[src/flri_pkg.sv]
package flri_pkg;

    localparam int TICK_W     = 16;
    localparam int APB_ADDR_W = 4;
    localparam int APB_DATA_W = 32;

    localparam logic [2:0] FUNC_TICK      = 3'd0;
    localparam logic [2:0] FUNC_COMMAND   = 3'd1;
    localparam logic [2:0] FUNC_LIGHT_BTN = 3'd2;
    localparam logic [2:0] FUNC_FAN_BTN   = 3'd3;
    localparam logic [2:0] FUNC_SPEED_BTN = 3'd4;

    localparam logic [1:0] SPEED_MIN     = 2'd0;
    localparam logic [1:0] SPEED_MID     = 2'd1;
    localparam logic [1:0] SPEED_MAX     = 2'd2;
    localparam logic [1:0] SPEED_NOT_SET = 2'd3;

    localparam logic [1:0] REG_DIRECTION_INVERT      = 2'd0;
    localparam logic [1:0] REG_BUTTONS_ENABLED       = 2'd1;
    localparam logic [1:0] REG_FAN_LOCKOUT_TICKS     = 2'd2;
    localparam logic [1:0] REG_REVERSE_LOCKOUT_TICKS = 2'd3;

    localparam logic [TICK_W-1:0] FAN_LOCKOUT_RESET     = 16'd3000;
    localparam logic [TICK_W-1:0] REVERSE_LOCKOUT_RESET = 16'd30000;

    typedef struct packed {
        logic [2:0] func;
        logic       set_light;
        logic       light_value;
        logic       set_direction;
        logic       direction_up;
        logic       set_fan;
        logic       fan_value;
        logic [1:0] speed_request;
    } cmd_word_t;

    typedef struct packed {
        logic       light_on;
        logic       fan_on;
        logic       direction_state;
        logic [1:0] speed_now;
        logic       light_pin;
        logic       fan_pin;
        logic       direction_pin;
        logic       speed_mid_pin;
        logic       speed_max_pin;
        logic       fan_locked;
        logic       reverse_locked;
    } res_word_t;

    typedef struct packed {
        logic              direction_invert;
        logic              buttons_enabled;
        logic [TICK_W-1:0] fan_lockout_ticks;
        logic [TICK_W-1:0] reverse_lockout_ticks;
    } cfg_t;

endpackage

[src/flri_cfg_regs.sv]
module flri_cfg_regs
    import flri_pkg::*;
(
    input  logic                  clk,
    input  logic                  rst_n,
    input  logic                  psel,
    input  logic                  penable,
    input  logic                  pwrite,
    input  logic [APB_ADDR_W-1:0] paddr,
    input  logic [APB_DATA_W-1:0] pwdata,
    output logic [APB_DATA_W-1:0] prdata,
    output logic                  pready,
    output cfg_t                  cfg
);

    cfg_t       cfg_reg;
    logic       wr_en;
    logic [1:0] reg_index;

    assign pready    = 1'b1;
    assign wr_en     = psel && penable && pwrite;
    assign reg_index = paddr[3:2];
    assign cfg       = cfg_reg;

    always_ff @(posedge clk or negedge rst_n)
    begin
        if (!rst_n)
        begin
            cfg_reg.direction_invert      <= 1'b0;
            cfg_reg.buttons_enabled       <= 1'b1;
            cfg_reg.fan_lockout_ticks     <= FAN_LOCKOUT_RESET;
            cfg_reg.reverse_lockout_ticks <= REVERSE_LOCKOUT_RESET;
        end
        else if (wr_en)
        begin
            case (reg_index)
                REG_DIRECTION_INVERT:      cfg_reg.direction_invert      <= pwdata[0];
                REG_BUTTONS_ENABLED:       cfg_reg.buttons_enabled       <= pwdata[0];
                REG_FAN_LOCKOUT_TICKS:     cfg_reg.fan_lockout_ticks     <= pwdata[TICK_W-1:0];
                REG_REVERSE_LOCKOUT_TICKS: cfg_reg.reverse_lockout_ticks <= pwdata[TICK_W-1:0];
                default:                   ;
            endcase
        end
    end

    always_comb
    begin
        case (reg_index)
            REG_DIRECTION_INVERT:
                prdata = APB_DATA_W'(cfg_reg.direction_invert);
            REG_BUTTONS_ENABLED:
                prdata = APB_DATA_W'(cfg_reg.buttons_enabled);
            REG_FAN_LOCKOUT_TICKS:
                prdata = APB_DATA_W'(cfg_reg.fan_lockout_ticks);
            REG_REVERSE_LOCKOUT_TICKS:
                prdata = APB_DATA_W'(cfg_reg.reverse_lockout_ticks);
            default:
                prdata = '0;
        endcase
    end

endmodule

[src/flri_core.sv]
module flri_core
    import flri_pkg::*;
#(
    parameter int COUNT_WIDTH = 16
)
(
    input  logic      clk,
    input  logic      rst_n,
    input  logic      step,
    input  cfg_t      cfg,
    input  cmd_word_t word,
    output res_word_t result
);

    logic                   light_reg, light_next;
    logic                   fan_reg, fan_next;
    logic                   direction_reg, direction_next;
    logic [1:0]             speed_reg, speed_next;
    logic [COUNT_WIDTH-1:0] fan_cnt_reg, fan_cnt_next;
    logic [COUNT_WIDTH-1:0] rev_cnt_reg, rev_cnt_next;
    logic [COUNT_WIDTH-1:0] fan_reload, rev_reload;

    logic       is_tick, is_cmd, light_btn, fan_btn, speed_btn;
    logic       speed_req_ok, fan_req_ok, fan_req_val;
    logic [1:0] speed_req_val, speed_step;

    // saturate reload values into the counter width
    generate
        if (COUNT_WIDTH >= TICK_W)
        begin : g_wide
            assign fan_reload = COUNT_WIDTH'(cfg.fan_lockout_ticks);
            assign rev_reload = COUNT_WIDTH'(cfg.reverse_lockout_ticks);
        end
        else
        begin : g_narrow
            assign fan_reload = (|cfg.fan_lockout_ticks[TICK_W-1:COUNT_WIDTH]) ?
                                '1 : cfg.fan_lockout_ticks[COUNT_WIDTH-1:0];
            assign rev_reload = (|cfg.reverse_lockout_ticks[TICK_W-1:COUNT_WIDTH]) ?
                                '1 : cfg.reverse_lockout_ticks[COUNT_WIDTH-1:0];
        end
    endgenerate

    assign is_tick   = (word.func == FUNC_TICK);
    assign is_cmd    = (word.func == FUNC_COMMAND);
    assign light_btn = cfg.buttons_enabled && (word.func == FUNC_LIGHT_BTN);
    assign fan_btn   = cfg.buttons_enabled && (word.func == FUNC_FAN_BTN);
    assign speed_btn = cfg.buttons_enabled && (word.func == FUNC_SPEED_BTN);

    assign speed_step    = (speed_reg == SPEED_MAX) ? SPEED_MIN : speed_reg + 2'd1;
    assign speed_req_ok  = is_cmd || speed_btn;
    assign speed_req_val = is_cmd ? word.speed_request : speed_step;
    assign fan_req_ok    = (is_cmd && word.set_fan) || fan_btn;
    assign fan_req_val   = is_cmd ? word.fan_value : !fan_reg;

    always_comb
    begin
        light_next     = light_reg;
        fan_next       = fan_reg;
        direction_next = direction_reg;
        speed_next     = speed_reg;
        fan_cnt_next   = fan_cnt_reg;
        rev_cnt_next   = rev_cnt_reg;

        if (is_tick)
        begin
            if (fan_cnt_reg != '0)
                fan_cnt_next = fan_cnt_reg - COUNT_WIDTH'(1);
            if (rev_cnt_reg != '0)
                rev_cnt_next = rev_cnt_reg - COUNT_WIDTH'(1);
        end

        if (is_cmd && word.set_light)
            light_next = word.light_value;
        if (light_btn)
            light_next = !light_reg;

        if (is_cmd && word.set_direction && !fan_reg && (rev_cnt_reg == '0))
            direction_next = word.direction_up;

        if (speed_req_ok && (speed_req_val != SPEED_NOT_SET) && !fan_reg)
            speed_next = speed_req_val;

        // fan last: direction and speed see the fan as it was
        if (fan_req_ok && (fan_req_val != fan_reg) && (fan_cnt_reg == '0))
        begin
            fan_next     = fan_req_val;
            fan_cnt_next = fan_reload;
            if (!fan_req_val)
                rev_cnt_next = rev_reload;
        end
    end

    always_ff @(posedge clk or negedge rst_n)
    begin
        if (!rst_n)
        begin
            light_reg     <= 1'b0;
            fan_reg       <= 1'b0;
            direction_reg <= 1'b0;
            speed_reg     <= SPEED_MIN;
            fan_cnt_reg   <= '0;
            rev_cnt_reg   <= '0;
        end
        else if (step)
        begin
            light_reg     <= light_next;
            fan_reg       <= fan_next;
            direction_reg <= direction_next;
            speed_reg     <= speed_next;
            fan_cnt_reg   <= fan_cnt_next;
            rev_cnt_reg   <= rev_cnt_next;
        end
    end

    always_comb
    begin
        result.light_on        = light_next;
        result.fan_on          = fan_next;
        result.direction_state = direction_next;
        result.speed_now       = speed_next;
        result.light_pin       = light_next;
        result.fan_pin         = fan_next;
        result.direction_pin   = direction_next ^ cfg.direction_invert;
        result.speed_mid_pin   = (speed_next == SPEED_MID);
        result.speed_max_pin   = (speed_next == SPEED_MAX);
        result.fan_locked      = (fan_cnt_next != '0);
        result.reverse_locked  = (rev_cnt_next != '0);
    end

endmodule

[src/fan_light_relay_interlock_top.sv]
// Channel   Handshake            Word         Carries
// command   cmd_valid/cmd_stall  cmd_word     tick, command or button press
// result    res_valid/res_stall  res_word     state and relay pin levels
// config    APB psel/penable     pwdata       four registers at 4*i
//
// One word per cycle sustained while res_stall is low; res_valid rises once an
// accepted word has passed the command register, then the result register.
// The next-state logic lies between the two registers.
// Reset clears the relay state, both lockout counters and both valid flags.
// A stalled result holds; the command register refills under it and
// cmd_stall rises only when both registers are full.
module fan_light_relay_interlock_top
    import flri_pkg::*;
#(
    parameter int COUNT_WIDTH = 16
)
(
    input  logic                  clk,
    input  logic                  rst_n,
    input  logic                  cmd_valid,
    output logic                  cmd_stall,
    input  cmd_word_t             cmd_word,
    output logic                  res_valid,
    input  logic                  res_stall,
    output res_word_t             res_word,
    input  logic                  psel,
    input  logic                  penable,
    input  logic                  pwrite,
    input  logic [APB_ADDR_W-1:0] paddr,
    input  logic [APB_DATA_W-1:0] pwdata,
    output logic [APB_DATA_W-1:0] prdata,
    output logic                  pready
);

    cfg_t      cfg;
    cmd_word_t cmd_word_reg;
    logic      cmd_valid_reg;
    res_word_t res_word_reg;
    logic      res_valid_reg;
    res_word_t res_calc;
    logic      advance;

    assign advance   = cmd_valid_reg && (!res_valid_reg || !res_stall);
    assign cmd_stall = cmd_valid_reg && !advance;
    assign res_valid = res_valid_reg;
    assign res_word  = res_word_reg;

    flri_cfg_regs u_cfg_regs (
        .clk     (clk),
        .rst_n   (rst_n),
        .psel    (psel),
        .penable (penable),
        .pwrite  (pwrite),
        .paddr   (paddr),
        .pwdata  (pwdata),
        .prdata  (prdata),
        .pready  (pready),
        .cfg     (cfg)
    );

    flri_core #(
        .COUNT_WIDTH (COUNT_WIDTH)
    ) u_core (
        .clk    (clk),
        .rst_n  (rst_n),
        .step   (advance),
        .cfg    (cfg),
        .word   (cmd_word_reg),
        .result (res_calc)
    );

    always_ff @(posedge clk or negedge rst_n)
    begin
        if (!rst_n)
        begin
            cmd_valid_reg <= 1'b0;
            res_valid_reg <= 1'b0;
        end
        else
        begin
            if (!cmd_stall)
                cmd_valid_reg <= cmd_valid;
            if (advance)
                res_valid_reg <= 1'b1;
            else if (!res_stall)
                res_valid_reg <= 1'b0;
        end
    end

    always_ff @(posedge clk)
    begin
        if (cmd_valid && !cmd_stall)
            cmd_word_reg <= cmd_word;
        if (advance)
            res_word_reg <= res_calc;
    end

endmodule

[config.mk]
export PLATFORM = sky130hd
export DESIGN_NAME = fan_light_relay_interlock_top
export DESIGN_NICKNAME = d
export VERILOG_FILES = /design/src/flri_pkg.sv /design/src/flri_cfg_regs.sv /design/src/flri_core.sv /design/src/fan_light_relay_interlock_top.sv
export SDC_FILE = /design/constraint.sdc
export NUM_CORES = 1
export LEC_CHECK = 0
export BUFFER_PORTS_ARGS = -buffer_cell sky130_fd_sc_hd__buf_2
export CAP_MARGIN = 20
export CORE_MARGIN = 4
export CORE_UTILIZATION = 39
export CTS_BUF_LIST = sky130_fd_sc_hd__clkbuf_2
export DETAILED_ROUTE_END_ITERATION = 6
export SYNTH_ARGS = -nofsm -noshare
export SYNTH_HDL_FRONTEND = slang
export SYNTH_SLANG_ARGS = --single-unit
[constraint.sdc]
create_clock -name clk -period 4.7 [get_ports clk]
set_input_delay 0.235 -clock clk [delete_from_list [all_inputs] [get_ports clk]]
set_output_delay 0.235 -clock clk [all_outputs]
set_load 0.005 [all_outputs]
==> flow_summary_export.csv, run 1 <==
group,metric,value,unit
global_routing,antenna_found_initial,0,
die,die-width,126.4,microns
worst_setup_path,worst_ep_arrival_time,3.55,ns
worst_hold_path,hp-class,"in -> reg",
power_and_ir_drop,power.total,2.711,mW
worst_setup_path,cp-start-kind,"register",
cells_and_area,antennaDiodeCount,0,
logic_synthesis,synth-main-ff-cell,"dfrtp_1",
die,core,13830,sq um
worst_setup_path,cp_slowest_cell,"nor4b_2",
detailed_routing,viasPerCell,5.347,
global_routing,track_usage,17.65,%
logic_synthesis,synth_xor_area_share,3.522,%
clocking,post_cts_buffers,0,
timing,hold_ws,0.06550,ns
cells_and_area,fin_cells,825,
placement,place_congestion,0.8895,
worst_setup_path,crit_family,"simple AND/OR/NAND/NOR gates",
logic_synthesis,synth_top_family_by_area,"simple AND/OR/NAND/NOR gates",
cells_and_area,drive_above_1_share,23.88,%
cells_and_area,largest_reg_flops,34,
global_routing,grt_pass1_vias,4458,
global_routing,grt_pass1_wl,22580,microns
detailed_routing,firstDrtPassIters,4,
timing,finalHoldViolations,0,
detailed_routing,route.detailed.wl_per_inst,16.72,microns
flow_run,drv_cap,0,
die,die_h,126.4,microns
worst_setup_path,cp-end-kind,"register",
logic_synthesis,avgSynthCellArea,9.788,sq um
die,die_area,15990,sq um
cells_and_area,area_delta_synth_final,14.89,%
worst_setup_path,path_cells,"inv_1 -> ha_1 -> nor4b_2 -> nand4_1 -> a21oi_1 -> xor2_1 -> a2111oi_0 -> o22ai_1 -> and4b_1 -> nand3_1",
power_and_ir_drop,leakage,2.695,nW
placement,port_buffers,65,
timing,worst_pin_slew,0.9536,ns
logic_synthesis,synth_adder_area_share,0.9147,%
die,io_pins,101,
timing,relSlewSlack,36.43,%
logic_synthesis,synth-edff-count,21,
cells_and_area,fin_area,6286,sq um
detailed_routing,wl,13800,microns
clocking,cts_tree,"built",
logic_synthesis,synth_cell_types,66,
detailed_routing,remaining_drc_errors,0,
logic_synthesis,yosys_warnings,0,
placement,dp.cells,778,
cells_and_area,final_nets,698,
worst_setup_path,worstSetupPathType,"reg -> reg",
logic_synthesis,async_reset_ff_share,77.66,%
cells_and_area,regArea,2476,sq um
placement,dp_hpwl,9716,microns
cells_and_area,final_cell_mix,"nand2_1, buf_2, dfrtp_1",
logic_synthesis,postSynthCellCount,559,
logic_synthesis,synth_compound_area_share,10.88,%
detailed_routing,drt-initial-drc-count,259,
outcome,status,"finished clean",
clocking,post_cts_resized,0,
clocking,root_buffer,"clkbuf_2",
clocking,cts-htree-levels,3,
logic_synthesis,yosys-top-cells-area,"dfrtp_1, edfxtp_1, mux2_2, dfstp_2, nand2_1",
clocking,cts_buffers,9,
clocking,numClockSinks,94,
die,start_util,39.57,%
logic_synthesis,netlist.area_leader.share,26.53,%
cells_and_area,multi_input_area,2720,sq um
timing,period_minus_slack,3.154,ns
logic_synthesis,muxShareOfSynthArea,11.71,%
timing,fmax,0.3171,GHz
logic_synthesis,synth_simple_gate_area_share,21.52,%
cells_and_area,fillers,1304,
power_and_ir_drop,power.density,431.3,nW/um^2
power_and_ir_drop,peakVddDrop,0.0001824,V
clocking,clockBufferDepth,2,
timing,finalSetupTns,0,ns
worst_setup_path,crit_buf_inv,1,
logic_synthesis,ys_seq_area_share,45.25,%
placement,placed_cell_area,5833,sq um
global_routing,grt_start_max_net_pins,74,
global_routing,grt_overflow,0,
worst_setup_path,critPathMaxFanout,8,
timing,fin_skew,0.05107,ns
worst_setup_path,required,5.10,ns
worst_setup_path,max_stage_delay,0.63,ns
detailed_routing,vias,4411,
timing,setup_viol,0,
timing,rsz0062_at_grt,"no",
logic_synthesis,netlist.top_cell.by_area,"dfrtp_1",
clocking,clkTransAtPathRegs,0.29,ns
clocking,clk_latency,0.63,ns
timing,fin_crit_sh,67.10,%
detailed_routing,ant_nets,0,
timing,finalMaxSlewViolations,0,
logic_synthesis,ys_ff_latch,94,
cells_and_area,layout_commonest_cell,"nand2_1",
logic_synthesis,synth_area,5471,sq um
die,rows,43,
## per-stage QoR
| stage | utilization [%] | setup slack [ns] |
|---|---|---|
| final | 45.46 | 1.546 |
| after global routing | 45.46 | 1.327 |
| after CTS | 45.46 | 1.549 |
| after detailed placement | 42.19 | 1.612 |
| after global placement | 42.19 | 1.679 |
| after floorplan | - | 2.223 |
## worst paths after layout
path | from | endpoint | slack, ns | depth (start not counted)
worst min register to register | cmd_valid_reg | res_valid | 0.52 | 1
worst min-delay path | penable | u_cfg_regs.cfg[33] | 0.07 | 4
worst max-delay path | u_core.rev_cnt_reg[0] | res_word[0] | 1.55 | 10
min in group asynchronous | rst_n | u_cfg_regs.cfg[6] | 0.32 | 3
worst max register to register | u_core.rev_cnt_reg[0] | res_word[0] | 1.55 | 10
max in group asynchronous | rst_n | res_valid | 3.73 | 3
## cell families (layout without fill, tap and decap cells)
group,count (synthesis),in the layout
simple gates,218,218
compound gates,102,102
flops,94,94
buf+inv,59,130
mux,58,58
xor+xnor,22,22
fa+ha+maj,4,4
other cells,2,17
## Yosys cell counts, drive strengths merged, types with 3 or more instances
master,n
nor2b,18
clkbuf,15
nand4,10
o22ai,6
edfxtp,21
nand3,11
and3,9
nor4b,5
nand2b,5
xor2,10
o21ai,33
o21a,3
or3,6
o31ai,5
inv,12
nand4b,4
nand2,66
and2,5
a31oi,6
nor4,6
a2111oi,3
dfrtp,58
mux2i,19
a21oi,35
nor3,24
buf,31
ha,4
dfstp,15
mux2,38
nor2,39
xnor2,12
## metal layers
metal	routed length (microns)	GRT usage, %	up-vias	part of all wire, %
met5	0	0	-	0
met4	320	7.066	0	2.3
met3	549	2.737	23	4.0
met2	6946	30.85	94	50
met1	5981	21.81	2170	43
li1	-	-	2124	-
## power breakdown
| group | switching [mW] | internal [mW] | total, mW |
|---|---|---|---|
| clock | 0.295 | 0.178 | 0.473 |
| sequential | 0.292 | 1.08 | 1.37 |
| combinational | 0.444 | 0.423 | 0.866 |
| total | 1.03 | 1.68 | 2.71 |
## worst register-to-register path, delay by kind of cell, from the launching register on
family          cells  cell delay [ns]
compound gates      3             0.77
xor+xnor            1             0.11
buf+inv             1             0.13
simple gates        4             1.22
fa+ha+maj           1             0.18
flops               1             0.51
## area by class of cell
class                   instances  area share [%]
multi-input cells             421           43.27
flip-flops and latches         94           39.39
inverters                      13          0.7763
clock inverters                 7           1.553
well taps                     180           3.583
clock buffers                   9          0.7166
repair buffers                101           10.71
## timing repair
| item | 4_1_cts | 5_1_grt |
|---|---|---|
| endpoints found under the setup margin | 0 | 0 |
| hold buffers | 31 | 0 |
| endpoints found under the hold margin | 105 | 0 |
Power figures use the tool's default switching activity.
==> run 2: changes to the inputs <==
==> constraint.sdc (replaced) <==
create_clock -name clk -period 3.25 [get_ports clk]
set_input_delay 0.1625 -clock clk [delete_from_list [all_inputs] [get_ports clk]]
set_output_delay 0.1625 -clock clk [all_outputs]
set_load 0.005 [all_outputs]
==> run 2 against run 1 <==
  * Global-route usage grew 0.45 points
  * Setup slack got worse by 1.2 ns
  * Cell area grew 1.2%
  * Die area unchanged
  * Combinational power rose by 49%
  * First-iteration DRC count down 2.7%
  * Wire length up 2.1%
  * Flip-flop and latch count did not move
  * Fmax grew 8.6%
  * Count of clock-buffer cells in the layout unchanged
==> flow_summary_export.csv, run 2 (synthesis gave the netlist of run 1 again) <==
group,metric,value,unit
worst_setup_path,rr_worst_depth,10,
clocking,numClockSinks,94,
detailed_routing,drt-initial-drc-count,252,
global_routing,grt_start_max_net_pins,49,
placement,port_buffers,65,
power_and_ir_drop,leakage,2.748,nW
clocking,clkTransAtPathRegs,0.27,ns
timing,rsz0062_at_grt,"no",
detailed_routing,route.detailed.wl_per_inst,16.83,microns
placement,dp_hpwl,10010,microns
die,die-width,126.4,microns
global_routing,track_usage,18.10,%
timing,fin_skew,0.03135,ns
clocking,cts-htree-levels,3,
cells_and_area,final_cell_mix,"nand2_1, buf_2, dfrtp_1",
outcome,status,"finished clean",
timing,finalSetupTns,0,ns
die,start_util,39.57,%
clocking,root_buffer,"clkbuf_2",
cells_and_area,final_nets,710,
timing,worst_pin_slew,0.6706,ns
cells_and_area,area_delta_synth_final,16.21,%
clocking,cts_buffers,9,
detailed_routing,remaining_drc_errors,0,
clocking,clk_latency,0.60,ns
cells_and_area,antennaDiodeCount,0,
detailed_routing,ant_nets,0,
worst_setup_path,cp-end-kind,"register",
timing,finalMaxSlewViolations,0,
power_and_ir_drop,peakVddDrop,0.0002406,V
worst_setup_path,cp-start-kind,"register",
worst_setup_path,max_stage_delay,0.50,ns
worst_setup_path,critPathMaxFanout,5,
die,io_pins,101,
power_and_ir_drop,power.density,610.5,nW/um^2
worst_setup_path,cp_slowest_cell,"dfrtp_1",
die,die_area,15990,sq um
timing,relSlewSlack,55.30,%
detailed_routing,firstDrtPassIters,5,
worst_setup_path,worst_ep_arrival_time,3.28,ns
placement,place_congestion,0.9180,
timing,period_minus_slack,2.903,ns
cells_and_area,largest_reg_flops,34,
worst_setup_path,worstSetupPathType,"reg -> reg",
die,die_h,126.4,microns
detailed_routing,wl,14090,microns
global_routing,grt_overflow,0,
die,core,13830,sq um
clocking,post_cts_buffers,0,
worst_hold_path,whs_path_depth,4,
timing,setup_viol,0,
placement,place_ws,0.4236,ns
timing,fmax,0.3445,GHz
worst_setup_path,required,3.63,ns
global_routing,antenna_found_initial,0,
detailed_routing,vias,4409,
flow_run,drv_cap,0,
global_routing,grt_pass1_vias,4435,
cells_and_area,drive_above_1_share,25.11,%
timing,fin_crit_sh,89.32,%
worst_hold_path,hp-class,"in -> reg",
global_routing,grt_pass1_wl,23090,microns
timing,finalHoldViolations,0,
detailed_routing,viasPerCell,5.268,
clocking,clockBufferDepth,2,
clocking,cts_tree,"built",
die,rows,43,
worst_setup_path,path_cells,"inv_1 -> ha_1 -> nor4b_2 -> nand4_1 -> a21oi_1 -> xor2_1 -> a2111oi_0 -> o22ai_1 -> and4b_1 -> nand3_1",
timing,timing.final.ws_setup,0.3469,ns
cells_and_area,layout_commonest_cell,"nand2_1",
-- run 2: what timing repair did --
item	4_1_cts	5_1_grt
setup endpoints to repair	0	0
hold buffers	33	0
hold endpoints to repair	72	0
gates resized for setup	0	0
-- run 2: layout make-up --
cell class	count	area, sq um
tap	180	225.2
clock inverter	7	75.07
clock buffer	9	45.04
fill	1324	7468
inverter	13	48.80
sequential	94	2476
multi-input combinational	421	2720
timing repair buffer	113	768.2
-- run 2: stage by stage --
stage / power (mW) / instance area [sq um] / hold slack (ns) / std cells / util, %
final: 3.882 / 6359 / 0.03736 / 837 / 45.99
after global routing: 4.188 / 6359 / 0.03116 / 837 / 45.99
after CTS: 3.894 / 6359 / 0.00004075 / 837 / 45.99
after detailed placement: 3.257 / 5908 / 0.2012 / 788 / 42.73
after global placement: 3.215 / 5908 / 0.1916 / 788 / 42.73
after floorplan: 2.862 / 5528 / -0.1331 / 574 / -
-- run 2: worst max-delay path, delay by kind of cell, from the launching register on --
| family | cells | cell delay [ns] |
|---|---|---|
| simple gates | 4 | 0.88 |
| compound gates | 3 | 0.86 |
| flops | 1 | 0.50 |
| fa+ha+maj | 1 | 0.19 |
| buf+inv | 1 | 0.13 |
| xor+xnor | 1 | 0.13 |
-- run 2: per-layer routing --
metal | share of wire (%) | global-route usage, %
met5 | 0 | 0
met4 | 1.6 | 5.047
met2 | 49 | 30.70
met3 | 5.8 | 3.958
met1 | 43 | 23.37
-- run 2: path summary, 6_finish.rpt --
path	start	end	slack [ns]
min in group asynchronous	rst_n	u_cfg_regs.cfg[26]	0.05
worst min register to register	cmd_valid_reg	res_valid	0.52
worst max register to register	u_core.rev_cnt_reg[0]	res_word[0]	0.35
max in group asynchronous	rst_n	u_core.fan_cnt_reg[0]	2.12
worst min-delay path	psel	u_cfg_regs.cfg[32]	0.04
worst max-delay path	u_core.rev_cnt_reg[0]	res_word[0]	0.35
-- run 2: power breakdown --
| group | internal (mW) | switching (mW) | total [mW] |
|---|---|---|---|
| Combinational | 0.635 | 0.659 | 1.29 |
| Sequential | 1.56 | 0.422 | 1.98 |
| Clock | 0.181 | 0.425 | 0.606 |
==> run 3: changes to the inputs <==
--- a/config.mk
+++ b/config.mk
@@ -5,8 +5,9 @@
 export SDC_FILE = /design/constraint.sdc
 export NUM_CORES = 1
 export LEC_CHECK = 0
-export BUFFER_PORTS_ARGS = -buffer_cell sky130_fd_sc_hd__buf_2
+export BUFFER_PORTS_ARGS = -buffer_cell sky130_fd_sc_hd__clkbuf_2
 export CAP_MARGIN = 20
+export CORE_ASPECT_RATIO = 1.4
 export CORE_MARGIN = 4
 export CORE_UTILIZATION = 39
 export CTS_BUF_LIST = sky130_fd_sc_hd__clkbuf_2
==> constraint.sdc (replaced) <==
create_clock -name clk -period 3.25 [get_ports clk]
set_input_delay 0.325 -clock clk [delete_from_list [all_inputs] [get_ports clk]]
set_output_delay 0.325 -clock clk [all_outputs]
set_load 0.005 [all_outputs]
==> run 3 against run 2 <==
  * Utilization grew 0.59 points
  * Fmax grew 1.5%
  * First-iteration DRC count shrank 9.9%
  * Total power shrank 0.91%
  * Register-to-register slack gained 0.04 ns
  * Die area grew 0.17%
  * Critical path depth is the same
  * Flip-flop and latch count is the same
  * Setup slack gained 0.042 ns
==> flow_summary_export.csv, run 3 (synthesis gave the netlist of run 1 again) <==
group,metric,value,unit
outcome,status,"finished clean",
timing,timing.final.ws_setup,0.3891,ns
clocking,cts_hold_buf,30,
worst_setup_path,crit_buf_inv,1,
cells_and_area,layout_commonest_cell,"clkbuf_2",
worst_setup_path,cp_slowest_cell,"dfrtp_1",
die,start_util,40.30,%
placement,port_buffers,65,
clocking,cts-htree-levels,3,
worst_setup_path,worstSetupPathType,"reg -> reg",
clocking,clockBufferDepth,2,
detailed_routing,ant_nets,0,
worst_setup_path,crit_family,"simple AND/OR/NAND/NOR gates",
clocking,clk_latency,0.58,ns
timing,fmax,0.3495,GHz
worst_setup_path,cp-start-kind,"register",
global_routing,antenna_found_initial,1,
timing,finalSetupTns,0,ns
cells_and_area,final_cell_mix,"clkbuf_2, nand2_1, dfrtp_1",
detailed_routing,route.detailed.wl_per_inst,16.92,microns
die,die_area,16020,sq um
placement,placed_cell_area,5903,sq um
die,die-width,108.1,microns
worst_hold_path,hp-class,"in -> reg",
detailed_routing,routedLengthMet1,5833,microns
clocking,numClockSinks,94,
clocking,cts_tree,"built",
worst_setup_path,cp-end-kind,"register",
placement,place_ws,0.4045,ns
die,die_h,148.1,microns
cells_and_area,drive_above_1_share,25.08,%
worst_setup_path,path_cells,"inv_1 -> ha_1 -> nor4b_4 -> nand4_2 -> and2_4 -> or3_1 -> a21oi_1 -> o22ai_1 -> a211oi_2 -> nand3_1",
timing,finalMaxSlewViolations,0,
global_routing,track_usage,17.83,%
flow_run,drv_cap,0,
detailed_routing,wl,14160,microns
timing,setup_viol,0,
die,core,13580,sq um
detailed_routing,firstDrtPassIters,5,
placement,place_congestion,0.9164,
power_and_ir_drop,power.total,3.846,mW
timing,relSlewSlack,36.62,%
clocking,clkTransAtPathRegs,0.30,ns
detailed_routing,viasPerCell,5.335,
placement,dp_hpwl,10370,microns
power_and_ir_drop,power.density,608.3,nW/um^2
timing,period_minus_slack,2.861,ns
detailed_routing,vias,4465,
power_and_ir_drop,leakage,2.733,nW
detailed_routing,remaining_drc_errors,0,
die,io_pins,101,
clocking,cts_buffers,9,
worst_setup_path,worst_ep_arrival_time,3.23,ns
detailed_routing,wl_met3,617,microns
cells_and_area,area_delta_synth_final,15.57,%
timing,worst_pin_slew,0.9508,ns
worst_setup_path,critPathMaxFanout,8,
clocking,root_buffer,"clkbuf_2",
detailed_routing,dr_wl_met2,7224,microns
global_routing,grt_start_max_net_pins,74,
timing,fin_crit_sh,88.03,%
placement,dp.cells,789,
cells_and_area,fin_cells,837,
die,rows,50,
detailed_routing,drt-initial-drc-count,227,
detailed_routing,top_layer,"met4",
cells_and_area,largest_reg_flops,34,
worst_setup_path,required,3.62,ns
clocking,post_cts_resized,0,
timing,finalHoldViolations,0,
timing,fin_skew,0.04992,ns
cells_and_area,final_nets,707,
cells_and_area,fin_area,6324,sq um
global_routing,grt_overflow,0,
power_and_ir_drop,peakVddDrop,0.0002804,V
global_routing,grt_pass1_vias,4447,
timing,rsz0062_at_grt,"no",
clocking,post_cts_buffers,0,
global_routing,grt_pass1_wl,22430,microns
worst_setup_path,max_stage_delay,0.50,ns
## run 3: worst min-delay path: cells and delay by family
family	cells	cell delay (ns)
mux	1	0.22
simple gates	2	0.19
buf+inv	1	0.09
## run 3: per-stage QoR
step	utilization [%]	hold slack (ns)
6_report	46.58	0.2886
3_3_place_gp	43.48	0.4626
4_1_cts	46.49	0.002272
5_1_grt	46.58	0.2339
3_5_place_dp	43.48	0.4713
2_1_floorplan	-	0.02941
## run 3: final cells by class
type | instances | area, sq um
antenna | 1 | 2.502
clock buffer | 9 | 45.04
clock inverter | 7 | 62.56
fill | 1321 | 7252
inverter | 13 | 48.80
multi-input combinational | 421 | 2720
sequential | 94 | 2476
tap | 182 | 227.7
timing repair buffer | 110 | 740.7
## run 3: metal layers
metal | vias to the layer above | GRT usage (%)
met2 | 147 | 31.10
met4 | 0 | 7.833
met1 | 2141 | 21.69
met5 | - | 0
met3 | 35 | 2.562
li1 | 2142 | -
## run 3: worst paths after layout
| path | slack (ns) | startpoint | to | cells after the start |
|---|---|---|---|---|
| min | 0.29 | penable | u_cfg_regs.cfg[33] | 4 |
| max | 0.39 | u_core.rev_cnt_reg[0] | res_word[0] | 10 |
| min in group asynchronous | 0.45 | rst_n | cmd_valid_reg | 3 |
| min reg2reg | 0.52 | u_core.direction_reg | u_core.direction_reg | 2 |
| max reg2reg | 0.39 | u_core.rev_cnt_reg[0] | res_word[0] | 10 |
| max in group asynchronous | 2.16 | rst_n | u_core.rev_cnt_reg[15] | 3 |
## run 3: power breakdown
| part | internal, mW | total [mW] | switching, mW | leakage [nW] |
|---|---|---|---|---|
| logic | 0.622 | 1.28 | 0.661 | 1.58 |
| registers | 1.56 | 1.99 | 0.430 | 1.08 |
| clock network | 0.121 | 0.572 | 0.451 | 0.0707 |
| total | 2.30 | 3.85 | 1.54 | 2.73 |
